**src/sv/srw_pkg.sv**
```systemverilog
// Shared types, codes and character helpers for the S-record writer.
// No dependencies; imported by srecord_s1_record_writer.
package srw_pkg;

  // Item kinds carried on in_tuser[1:0]
  typedef enum logic [1:0] {
    MODE_DATA   = 2'd0,
    MODE_ORIGIN = 2'd1,
    MODE_END    = 2'd2,
    MODE_NONE   = 2'd3
  } mode_t;

  typedef logic [6:0] char_t;

  localparam char_t CH_S  = 7'h53;
  localparam char_t CH_1  = 7'h31;
  localparam char_t CH_9  = 7'h39;
  localparam char_t CH_0  = 7'h30;
  localparam char_t CH_A  = 7'h41;

  // Fixed byte count of an end record (two address bytes plus checksum)
  localparam logic [7:0] END_LEN = 8'd3;
  localparam logic [7:0] HDR_LEN = 8'd3;

  // Upper-case ASCII hex digit for a nibble
  function automatic char_t hex_char(input logic [3:0] nib);
    if (nib < 4'd10) begin
      hex_char = CH_0 + char_t'(nib);
    end else begin
      hex_char = CH_A + char_t'(nib - 4'd10);
    end
  endfunction

endpackage

```
**src/sv/srw_ram.sv**
```systemverilog
// Generic single-write, single-read RAM with a registered read port.
// No dependencies; used for the record byte buffer.
module srw_ram #(
  parameter int WIDTH = 8,
  parameter int DEPTH = 32
) (
  input  logic                                  clk,
  input  logic                                  we,
  input  logic [(DEPTH > 1 ? $clog2(DEPTH) : 1)-1:0] waddr,
  input  logic [WIDTH-1:0]                      wdata,
  input  logic [(DEPTH > 1 ? $clog2(DEPTH) : 1)-1:0] raddr,
  output logic [WIDTH-1:0]                      rdata
);

  logic [WIDTH-1:0] mem [DEPTH];

  // Write port and registered read port
  always_ff @(posedge clk) begin
    if (we) begin
      mem[waddr] <= wdata;
    end
    rdata <= mem[raddr];
  end

endmodule

```
**src/sv/srecord_s1_record_writer.sv**
```systemverilog
// Top level of the S-record writer: input decode, record state and pair sequencer.
// Depends on srw_pkg and srw_ram.
// Usage:
//   Input words arrive on in_tvalid/in_tready/in_tdata/in_tuser. in_tuser[1:0]
//   is the kind (data, origin, end), in_tuser[2] says the data is a 16-bit word.
//   Data bytes fill a record buffer of RECORD_BYTES entries held in a RAM.
//   Output words are character pairs of ASCII hex S-records; out_tlast marks the
//   checksum pair that ends a record.
// Timing:
//   A data byte is written in ST_IDLE, a word's high byte in ST_BYTE2. A full buffer,
//   an origin item or an end item starts a record: one pair per cycle unless stalled,
//   4 + fill + 1 pairs for S1 and 5 for S9, set by the pair sequencer. The first
//   pair is registered in ST_HEAD, after ST_IDLE or, when a word's high byte fills
//   the buffer, ST_BYTE2. in_tready is high only while no item is in progress.
// Reset:
//   rst_n (synchronous, active low) empties the buffer, zeroes the sum and the
//   record address and drops out_tvalid. Buffer contents are not cleared.
// Stalls:
//   The output register holds a pair until out_tready; the sequencer waits
//   behind it and no pair is lost or repeated.
module srecord_s1_record_writer #(
  parameter int RECORD_BYTES = 32
) (
  input  logic        clk,
  input  logic        rst_n,
  input  logic        in_tvalid,
  output logic        in_tready,
  input  logic [31:0] in_tdata,   // [15:0] datum, [31:16] location
  input  logic [2:0]  in_tuser,   // [1:0] mode, [2] is_word
  output logic        out_tvalid,
  input  logic        out_tready,
  output logic [15:0] out_tdata,  // [6:0] char_first, [13:7] char_second, [15:14] zero
  output logic        out_tlast
);
  import srw_pkg::*;

  localparam int IDXW  = (RECORD_BYTES > 1) ? $clog2(RECORD_BYTES) : 1;
  localparam int FILLW = $clog2(RECORD_BYTES + 1);
  localparam logic [FILLW-1:0] FULL = FILLW'(RECORD_BYTES);

  typedef enum logic [2:0] {
    ST_IDLE,
    ST_BYTE2,
    ST_HEAD,
    ST_LEN,
    ST_AHI,
    ST_ALO,
    ST_DATA,
    ST_SUM
  } state_t;

  state_t           state_r, state_nxt;
  logic [FILLW-1:0] fill_r, fill_nxt;
  logic [7:0]       sum_r, sum_nxt;
  logic [15:0]      addr_r, addr_nxt;
  logic [15:0]      loc_r, loc_nxt;
  logic [15:0]      next_addr_r, next_addr_nxt;
  logic [7:0]       hi_byte_r, hi_byte_nxt;
  logic             hi_pend_r, hi_pend_nxt;
  logic             is_end_r, is_end_nxt;
  logic [IDXW-1:0]  idx_r, idx_nxt;
  logic             out_valid_r, out_valid_nxt;
  char_t            out_c1_r, out_c1_nxt;
  char_t            out_c2_r, out_c2_nxt;
  logic             out_last_r, out_last_nxt;

  logic             ram_we;
  logic [IDXW-1:0]  ram_waddr;
  logic [7:0]       ram_wdata;
  logic [7:0]       ram_rdata;

  logic             in_fire;
  logic             out_free;
  mode_t            in_mode;
  logic [7:0]       len_byte;
  logic [15:0]      hdr_addr;
  logic [7:0]       chk_sum;

  assign in_fire  = in_tvalid && in_tready;
  assign out_free = !out_valid_r || out_tready;
  assign in_mode  = mode_t'(in_tuser[1:0]);
  assign len_byte = is_end_r ? END_LEN : (8'(fill_r) + HDR_LEN);
  assign hdr_addr = is_end_r ? loc_r : addr_r;
  assign chk_sum  = is_end_r ? ~(END_LEN + loc_r[15:8] + loc_r[7:0])
                             : ~(sum_r + len_byte);

  // Record byte buffer
  srw_ram #(
    .WIDTH (8),
    .DEPTH (RECORD_BYTES)
  ) u_buf (
    .clk   (clk),
    .we    (ram_we),
    .waddr (ram_waddr),
    .wdata (ram_wdata),
    .raddr (idx_nxt),
    .rdata (ram_rdata)
  );

  // Sequencer next-state logic
  always_comb begin
    state_nxt     = state_r;
    fill_nxt      = fill_r;
    sum_nxt       = sum_r;
    addr_nxt      = addr_r;
    loc_nxt       = loc_r;
    next_addr_nxt = next_addr_r;
    hi_byte_nxt   = hi_byte_r;
    hi_pend_nxt   = hi_pend_r;
    is_end_nxt    = is_end_r;
    idx_nxt       = idx_r;
    out_valid_nxt = out_valid_r && !out_tready;
    out_c1_nxt    = out_c1_r;
    out_c2_nxt    = out_c2_r;
    out_last_nxt  = out_last_r;
    ram_we        = 1'b0;
    ram_waddr     = fill_r[IDXW-1:0];
    ram_wdata     = in_tdata[7:0];

    unique case (state_r)
      ST_IDLE: begin
        if (in_fire) begin
          loc_nxt     = in_tdata[31:16];
          hi_byte_nxt = in_tdata[15:8];
          idx_nxt     = '0;
          unique case (in_mode)
            MODE_DATA: begin
              ram_we   = 1'b1;
              fill_nxt = fill_r + 1'b1;
              sum_nxt  = sum_r + in_tdata[7:0];
              if (fill_nxt == FULL) begin
                next_addr_nxt = in_tdata[31:16] + 16'd1;
                hi_pend_nxt   = in_tuser[2];
                is_end_nxt    = 1'b0;
                state_nxt     = ST_HEAD;
              end else if (in_tuser[2]) begin
                state_nxt = ST_BYTE2;
              end
            end
            MODE_ORIGIN: begin
              next_addr_nxt = in_tdata[31:16];
              hi_pend_nxt   = 1'b0;
              is_end_nxt    = 1'b0;
              state_nxt     = ST_HEAD;
            end
            MODE_END: begin
              hi_pend_nxt = 1'b0;
              is_end_nxt  = 1'b1;
              state_nxt   = ST_HEAD;
            end
            default: begin
              state_nxt = ST_IDLE;
            end
          endcase
        end
      end

      // High byte of a word item
      ST_BYTE2: begin
        ram_we    = 1'b1;
        ram_wdata = hi_byte_r;
        fill_nxt  = fill_r + 1'b1;
        sum_nxt   = sum_r + hi_byte_r;
        idx_nxt   = '0;
        if (fill_nxt == FULL) begin
          next_addr_nxt = loc_r + 16'd2;
          hi_pend_nxt   = 1'b0;
          is_end_nxt    = 1'b0;
          state_nxt     = ST_HEAD;
        end else begin
          state_nxt = ST_IDLE;
        end
      end

      ST_HEAD: begin
        if (out_free) begin
          out_valid_nxt = 1'b1;
          out_c1_nxt    = CH_S;
          out_c2_nxt    = is_end_r ? CH_9 : CH_1;
          out_last_nxt  = 1'b0;
          state_nxt     = ST_LEN;
        end
      end

      ST_LEN: begin
        if (out_free) begin
          out_valid_nxt = 1'b1;
          out_c1_nxt    = hex_char(len_byte[7:4]);
          out_c2_nxt    = hex_char(len_byte[3:0]);
          out_last_nxt  = 1'b0;
          state_nxt     = ST_AHI;
        end
      end

      ST_AHI: begin
        if (out_free) begin
          out_valid_nxt = 1'b1;
          out_c1_nxt    = hex_char(hdr_addr[15:12]);
          out_c2_nxt    = hex_char(hdr_addr[11:8]);
          out_last_nxt  = 1'b0;
          state_nxt     = ST_ALO;
        end
      end

      ST_ALO: begin
        if (out_free) begin
          out_valid_nxt = 1'b1;
          out_c1_nxt    = hex_char(hdr_addr[7:4]);
          out_c2_nxt    = hex_char(hdr_addr[3:0]);
          out_last_nxt  = 1'b0;
          state_nxt     = (is_end_r || fill_r == '0) ? ST_SUM : ST_DATA;
        end
      end

      // RAM address follows idx_nxt, so ram_rdata holds entry idx_r here
      ST_DATA: begin
        if (out_free) begin
          out_valid_nxt = 1'b1;
          out_c1_nxt    = hex_char(ram_rdata[7:4]);
          out_c2_nxt    = hex_char(ram_rdata[3:0]);
          out_last_nxt  = 1'b0;
          if (FILLW'(idx_r) + 1'b1 == fill_r) begin
            state_nxt = ST_SUM;
          end else begin
            idx_nxt = idx_r + 1'b1;
          end
        end
      end

      // Checksum pair ends the record; an S1 record restarts the buffer
      ST_SUM: begin
        if (out_free) begin
          out_valid_nxt = 1'b1;
          out_c1_nxt    = hex_char(chk_sum[7:4]);
          out_c2_nxt    = hex_char(chk_sum[3:0]);
          out_last_nxt  = 1'b1;
          idx_nxt       = '0;
          if (is_end_r) begin
            state_nxt = ST_IDLE;
          end else begin
            fill_nxt  = '0;
            addr_nxt  = next_addr_r;
            sum_nxt   = next_addr_r[15:8] + next_addr_r[7:0];
            state_nxt = hi_pend_r ? ST_BYTE2 : ST_IDLE;
          end
        end
      end

      default: begin
        state_nxt = ST_IDLE;
      end
    endcase
  end

  // State and registered outputs
  always_ff @(posedge clk) begin
    if (!rst_n) begin
      state_r     <= ST_IDLE;
      fill_r      <= '0;
      sum_r       <= '0;
      addr_r      <= '0;
      hi_pend_r   <= 1'b0;
      is_end_r    <= 1'b0;
      idx_r       <= '0;
      out_valid_r <= 1'b0;
    end else begin
      state_r     <= state_nxt;
      fill_r      <= fill_nxt;
      sum_r       <= sum_nxt;
      addr_r      <= addr_nxt;
      hi_pend_r   <= hi_pend_nxt;
      is_end_r    <= is_end_nxt;
      idx_r       <= idx_nxt;
      out_valid_r <= out_valid_nxt;
    end
    loc_r       <= loc_nxt;
    next_addr_r <= next_addr_nxt;
    hi_byte_r   <= hi_byte_nxt;
    out_c1_r    <= out_c1_nxt;
    out_c2_r    <= out_c2_nxt;
    out_last_r  <= out_last_nxt;
  end

  assign in_tready  = (state_r == ST_IDLE);
  assign out_tvalid = out_valid_r;
  assign out_tdata  = {2'b00, out_c2_r, out_c1_r};
  assign out_tlast  = out_last_r;

endmodule
```
**config.mk**
```make
export PLATFORM = sky130hd
export DESIGN_NAME = srecord_s1_record_writer
export DESIGN_NICKNAME = d
export VERILOG_FILES = /design/src/sv/srw_pkg.sv /design/src/sv/srw_ram.sv /design/src/sv/srecord_s1_record_writer.sv
export SDC_FILE = /design/constraint.sdc
export NUM_CORES = 1
export LEC_CHECK = 0
export BUFFER_PORTS_ARGS = -buffer_cell sky130_fd_sc_hd__buf_2
export CORE_ASPECT_RATIO = 0.5
export CORE_MARGIN = 2
export CORE_UTILIZATION = 44
export CTS_CLUSTER_SIZE = 28
export DETAILED_ROUTE_END_ITERATION = 10
export HOLD_SLACK_MARGIN = 0.1
export MAX_ROUTING_LAYER = met4
export PLACE_DENSITY = 0.64
export SYNTH_ARGS = -nofsm -noshare
export SYNTH_HDL_FRONTEND = slang
export SYNTH_SLANG_ARGS = --single-unit
```
**constraint.sdc**
```tcl
create_clock -name clk -period 8.4 [get_ports clk]
set_input_delay 1.68 -clock clk [delete_from_list [all_inputs] [get_ports clk]]
set_output_delay 1.68 -clock clk [all_outputs]
set_load 0.01 [all_outputs]
```
==> results of run 1 <==
per-layer routing:
layer / GRT usage, % / up-vias
met5: - / -
met4: 6.69 / 0
met3: 4.27 / 83
met2: 34.7 / 507
met1: 30.8 / 6269
li1: - / 6130
worst reg2reg max path, stage by stage, from the launching register on:
cell and delay (ns):
dfxtp_1 0.84, nand2_1 0.18, or3_1 0.35, a21oi_1 0.33, ha_1 0.34, inv_1 0.07
o21bai_1 0.07, maj3_1 0.37, xnor2_1 0.28, mux2i_4 0.13, ha_1 0.22, inv_1 0.05
ha_1 0.33, o21ai_0 0.17, or3_1 0.36, nor3_1 0.16, o21ai_0 0.15
worst min path at each step:
| stage | start | end | slack, ns | cells past startpoint |
|---|---|---|---|---|
| finish | addr_r[0] | addr_r[0] | 0.46 | 2 |
| global route | addr_r[5] | addr_r[5] | 0.48 | 2 |
| CTS | addr_r[4] | addr_r[4] | 0.46 | 2 |
| detailed placement | addr_r[4] | addr_r[4] | 0.45 | 2 |
| global placement | addr_r[0] | addr_r[0] | 0.44 | 2 |
| floorplan | addr_r[0] | addr_r[0] | 0.43 | 2 |
cell type report:
type / instances / area (µm²) / share of cell area [%]
clock buffer: 56 / 1090 / 5.37
antenna: 2 / 5.00 / 0.0247
multi-input combinational: 1179 / 7490 / 36.9
timing repair buffer: 69 / 380 / 1.88
inverter: 55 / 206 / 1.02
sequential: 360 / 10300 / 50.9
tap: 540 / 676 / 3.33
clock inverter: 9 / 119 / 0.586
cells by family after synthesis:
family | Yosys count
and+or+nand+nor | 648
DFF | 360
AOI/OAI and AO/OA | 274
buffers and inverters | 144
xor gates and xnor gates | 97
adders and majority gates | 91
muxes | 67
other | 1
power by group through the flow:
stage / combinational, mW / sequential, mW / clock, mW
final: 1.02 / 2.19 / 1.65
after global routing: 1.14 / 2.20 / 1.74
after CTS: 1.02 / 2.19 / 1.67
after detailed placement: 1.01 / 2.23 / 0
after global placement: 1.00 / 2.23 / 0
after floorplan: 0.748 / 2.19 / 0
flip-flops by register name, indices dropped and copies added (netlist names), 3 cells and up:
signal	cells
addr_r	16
state_r	3
sum_r	8
idx_r	5
out_c1_r	7
hi_byte_r	8
u_buf.mem	256
loc_r	16
out_c2_r	7
fill_r	6
next_addr_r	16
u_buf.rdata	8
layout by cell type, fill, tap and decap left out, types with 9 or more instances in the layout:
cell | Yosys | layout
o21bai_1 | 9 | 9
nand2_1 | 302 | 301
nor2_1 | 97 | 97
inv_1 | 53 | 53
nor2b_1 | 10 | 10
o21ai_0 | 47 | 47
nand4_1 | 36 | 36
nand2b_1 | 15 | 15
clkbuf_1 | 45 | 12
buf_4 | 7 | 14
xnor2_1 | 66 | 66
xor2_1 | 30 | 30
o22ai_1 | 12 | 12
a21o_1 | 9 | 9
nand3b_1 | 10 | 10
ha_1 | 86 | 86
dfxtp_1 | 49 | 48
mux2i_1 | 46 | 46
or3_1 | 9 | 9
a21oi_1 | 80 | 80
clkbuf_16 | 0 | 39
nand3_1 | 102 | 102
a211oi_1 | 12 | 12
a31oi_1 | 39 | 39
edfxtp_1 | 311 | 311
mux2_2 | 20 | 20
nor3_1 | 26 | 24
buf_2 | 27 | 55
per-stage QoR:
step           hold slack, ns  std cells  setup WS, ns  util [%]  total power [mW]
3_5_place_dp            0.448       2203          3.56      46.7              3.24
5_1_grt                 0.477       2270          3.35      49.7              5.08
3_3_place_gp            0.439       2203          3.64      46.7              3.23
6_report                0.455       2270          3.69      49.7              4.86
4_1_cts                 0.458       2268          3.71      49.7              4.88
2_1_floorplan           0.434       1683          4.18         -              2.94
==> flow_summary.yaml, run 1 <==
routing:
  vias: 13000
  via_per_inst: 5.72
  routed.top_layer: "met4"
  wl_mm: 48.2
  drcViolationCount: 0
  drtIter0Drc: 1507
  firstDrtPassIters: 7
  final_antenna_net_count: 0
  met2_length_mm: 22.0
  wl_met3_mm: 3.64
  route.layer.met1.wl_mm: 21.3
  avgRoutedWirePerCell_um: 21.3
global_routing:
  antenna_found_initial: 2
  grt_pass1_wl_mm: 73.3
  grt_max_degree: 70
  grt_overflow_total: 0
  track_usage_pct: 22.7
  grt_pass1_vias: 12200
place:
  port-buffer-count: 55
  dpl.hpwl_mm: 32.5
  routabilityCongestion: 0.926
  placed_cell_area_um2: 19100
clock_tree:
  clock_latency_ns: 0.56
  post_cts_buffers: 0
  cts_buffer_depth: 3
  cts_tree: "yes"
  cts_buffers: 36
  cts_sinks: 360
  htreeDepth: 2
  ctsResizeCount: 0
  cts.hold.buffers_added: 0
  path_clk_slew_ns: 0.06
  cts-root-buf: "clkbuf_16"
logic_synthesis:
  synth_top_family_by_area: "simple AND/OR/NAND/NOR gates"
  yosysWarnings: 0
  netlist_instances: 1682
  synth_top_area_share_pct: 50.8
  synth.most_common_cell: "edfxtp_1"
  synth_mux_area_share_pct: 3.85
  syn_area_per_cell_um2: 10.9
  synth_xor_area_share_pct: 4.69
  synthAdderAreaFrac_pct: 6.34
  ys_seq_area_share_pct: 56.1
  synth_seq_cells: 360
  synth-edff-count: 311
  synth_compound_area_share_pct: 9.56
  synth_area_leaders: "edfxtp_1 (51%), nand2_1 (6.2%), ha_1 (5.8%)"
  synth_commonest_cells: "edfxtp_1 (311), nand2_1 (302), nand3_1 (102)"
  yosys.area_share.simple_pct: 16.0
  yosysTopAreaCell: "edfxtp_1"
  yosysUniqueCellTypes: 81
  async_flop_share_pct: 0
  ys.flop_type: "edfxtp_1"
  syn_area_um2: 18400
pwr:
  leakage_nw: 7.34
  p_sw_mw: 1.43
  irDropWorstVdd_uv: 135
  switching_share_pct: 29.5
  combPwrFrac_pct: 21.1
  pwr-share-clk_pct: 33.8
  p_seq_share_pct: 45.1
  internal_power_mw: 3.43
  p_per_area_nw_per_um2: 240
setup_path:
  endpoint: "out_c1_r[4]"
  cp-start-kind: "flip-flop"
  cp-end-kind: "flip-flop"
  startpoint: "fill_r[2]"
  crit_cells: 16
  cpLargestDelayFamily: "adder cells"
  crit_top_cell: "ha_1"
  cpPeakStageDelay_ns: 0.84
  rrSetupSlack_ns: 3.69
  crit_fanout: 23
  critPathRequiredTime_ns: 8.65
  r2r_end: "out_c1_r[4]"
  path_buf_inv: 2
  crit_type: "reg -> reg"
  rr_worst_depth: 16
  path_cells: "nand2_1 > or3_1 > a21oi_1 > ha_1 > inv_1 > o21bai_1 > maj3_1 > xnor2_1 > mux2i_4 > ha_1 > inv_1 > ha_1 > o21ai_0 > or3_1 > nor3_1 > o21ai_0"
  r2r_start: "fill_r[2]"
  crit_arrival_ns: 4.96
  cp_slowest_cell: "dfxtp_1"
die:
  dieArea_um2: 43600
  dieHeight_um: 149
  die_w_um: 293
  start_util_pct: 45.1
  core_area_um2: 40800
  num_io_pins: 58
  num_rows: 52
sta:
  fin_setup_tns_ns: 0
  setup_viol: 0
  tightest_slew_ns: 1.21
  min_period_ns: 4.71
  hold_viol: 0
  slew_headroom_pct: 19.0
  drv_slew: 0
  period_share_pct: 56.0
  clock_skew_ns: 0.0319
  rsz0062_at_grt: "no"
  timing.fmax_mhz: 212
finish:
  fillers: 3658
  layout.nets: 1830
  final_layout_size_suffix_gt1_share_pct: 9.61
  area_growth_syn_to_layout_pct: 10.3
  fin_area_um2: 20300
outcome:
  status: "finished, final reports clean"
worst_hold_path:
  hold_path_class: "reg -> reg"
flow_run:
  cap_violations: 0
(Power assumes the default switching activity.)
==> inputs of run 2 (changes only) <==
- clock period: 8.4 -> 4.58 ns (I/O delays scaled with it)
==> run 2 against run 1 <==
- sequential share of layout area decreased by 0.27 points
- die area unchanged
- non-clock buffer count rose by 25
- critical endpoint unchanged
- largest cell class unchanged
- critical path depth up 3
- highest routed layer unchanged
- sequential power rose by 83%
- largest power group unchanged
- count of clock-buffer cells in the layout down 6
- clock power is 75% higher
- register-to-register slack got worse by 3.3 ns
- via count fell by 0.21%
- global-route usage fell by 0.22 points
==> flow_summary.yaml, run 2 (same netlist as run 1, synthesis figures left out) <==
setup_path:
  path_buf_inv: 3
  crit_top_cell: "ha_1"
  r2r_start: "fill_r[0]"
  r2r_end: "out_c1_r[4]"
  path_cells: "inv_1 > ha_1 > xnor2_1 > nand2b_1 > inv_1 > ha_1 > a21o_1 > a21oi_1 > o21bai_1 > maj3_1 > xnor2_1 > mux2i_4 > ha_1 > inv_1 > ha_1 > o21ai_0 > or3_1 > nor3_1 > o21ai_0"
  rrSetupSlack_ns: 0.37
  rr_worst_depth: 19
  crit_type: "reg -> reg"
  crit_arrival_ns: 4.49
  cpLargestDelayFamily: "adder cells"
  critPathRequiredTime_ns: 4.86
  crit_fanout: 8
  cpPeakStageDelay_ns: 0.37
  cp_slowest_cell: "maj3_1"
  cp-end-kind: "flip-flop"
  cp-start-kind: "flip-flop"
global_routing:
  grt.met1_usage_pct: 31.0
  grt.busiest_layer: "met2"
  grt_overflow_total: 0
  grt_max_degree: 76
  grt_use_met3_pct: 4.06
  antenna_found_initial: 0
  track_usage_pct: 22.4
  gr-usage-met2_pct: 33.9
  grt_pass1_vias: 12200
  grt_pass1_wl_mm: 72.6
finish:
  final_layout_size_suffix_gt1_share_pct: 10.6
  largest_reg_flops: 256
  regArea_um2: 10300
  area_growth_syn_to_layout_pct: 10.9
  fillers: 3630
  antenna_cells: 0
  fin_area_um2: 20400
  multi_input_area_um2: 7480
  final_common_cell: "edfxtp_1"
  layout.nets: 1854
  top_register: "u_buf.mem"
  final_cell_mix: "edfxtp_1 (311), nand2_1 (301), nand3_1 (102)"
outcome:
  status: "finished, final reports clean"
clock_tree:
  cts.hold.buffers_added: 0
  ctsResizeCount: 0
  htreeDepth: 2
  clock_latency_ns: 0.55
  path_clk_slew_ns: 0.07
  cts_buffer_depth: 3
  cts-root-buf: "clkbuf_16"
  cts_tree: "yes"
  cts_sinks: 360
  cts_buffers: 35
  post_cts_buffers: 0
die:
  num_io_pins: 58
  dieHeight_um: 149
  num_rows: 52
  start_util_pct: 45.1
  die_w_um: 293
  core_area_um2: 40800
  dieArea_um2: 43600
worst_hold_path:
  min_to: "addr_r[10]"
  whs_path_depth: 2
  hold_path_class: "reg -> reg"
  hold_path.startpoint: "addr_r[10]"
place:
  dpl.hpwl_mm: 32.6
  routabilityCongestion: 0.940
  port-buffer-count: 55
  placed_cell_area_um2: 19300
routing:
  vias: 13000
  drtIter0Drc: 1345
  drcViolationCount: 0
  avgRoutedWirePerCell_um: 20.8
  final_antenna_net_count: 0
  wl_mm: 47.7
  firstDrtPassIters: 5
  via_per_inst: 5.66
sta:
  setup_viol: 0
  slew_headroom_pct: 24.7
  whs_ns: 0.454
  tightest_slew_ns: 1.12
  timing.fmax_mhz: 238
  rsz0062_at_grt: "no"
  fin_setup_tns_ns: 0
  period_share_pct: 91.9
  hold_viol: 0
  clock_skew_ns: 0.0145
  drv_slew: 0
  min_period_ns: 4.21
flow_run:
  cap_violations: 0
pwr:
  irDropWorstVdd_uv: 185
  leakage_nw: 7.44
  p_per_area_nw_per_um2: 432
run 2: where the power goes:
group | total (mW) | switching (mW) | internal [mW]
sequential | 4.01 | 0.150 | 3.86
combinational | 1.93 | 1.20 | 0.725
clock | 2.88 | 1.29 | 1.59
total | 8.81 | 2.64 | 6.17
run 2: how the worst max path moves through the flow:
stage / from / endpoint / slack [ns] / depth (start not counted)
finish: fill_r[0] / out_c1_r[4] / 0.37 / 19
global route: fill_r[1] / out_c1_r[4] / 0.01 / 19
CTS: fill_r[0] / out_c1_r[4] / 0.36 / 17
detailed placement: fill_r[0] / out_c1_r[4] / 0.37 / 17
global placement: fill_r[0] / out_c1_r[4] / 0.51 / 17
floorplan: is_end_r / out_c1_r[4] / 0.36 / 19
run 2: stage by stage:
stage                     power (mW)  instances  setup WS, ns  utilization [%]
after CTS                       8.83       2292         0.362             50.0
after detailed placement        5.99       2228         0.371             47.3
after global placement          5.96       2228         0.513             47.3
after floorplan                 5.39       1683         0.365                -
final                           8.81       2292         0.373             50.0
after global routing            9.20       2292        0.0101             50.0
run 2: final cells by class:
cell class,count,area share [%]
sequential,360,50.6
multi-input combinational,1179,36.7
clock buffer,50,4.67
tap,540,3.31
timing repair buffer,94,2.91
inverter,55,1.01
clock inverter,14,0.798
run 2: worst min-delay path, delay by kind of cell, from the launching register on:
| family | cells | cell delay (ns) |
|---|---|---|
| flops | 1 | 0.31 |
| simple gates | 1 | 0.05 |
| compound gates | 1 | 0.05 |
run 2: per-layer routing:
metal,part of all wire [%],up-vias,wire (µm)
met2,45,439,21400
met1,46,6265,21800
met5,0,-,0
li1,-,6183,-
met3,6.5,75,3080
met4,2.8,0,1320
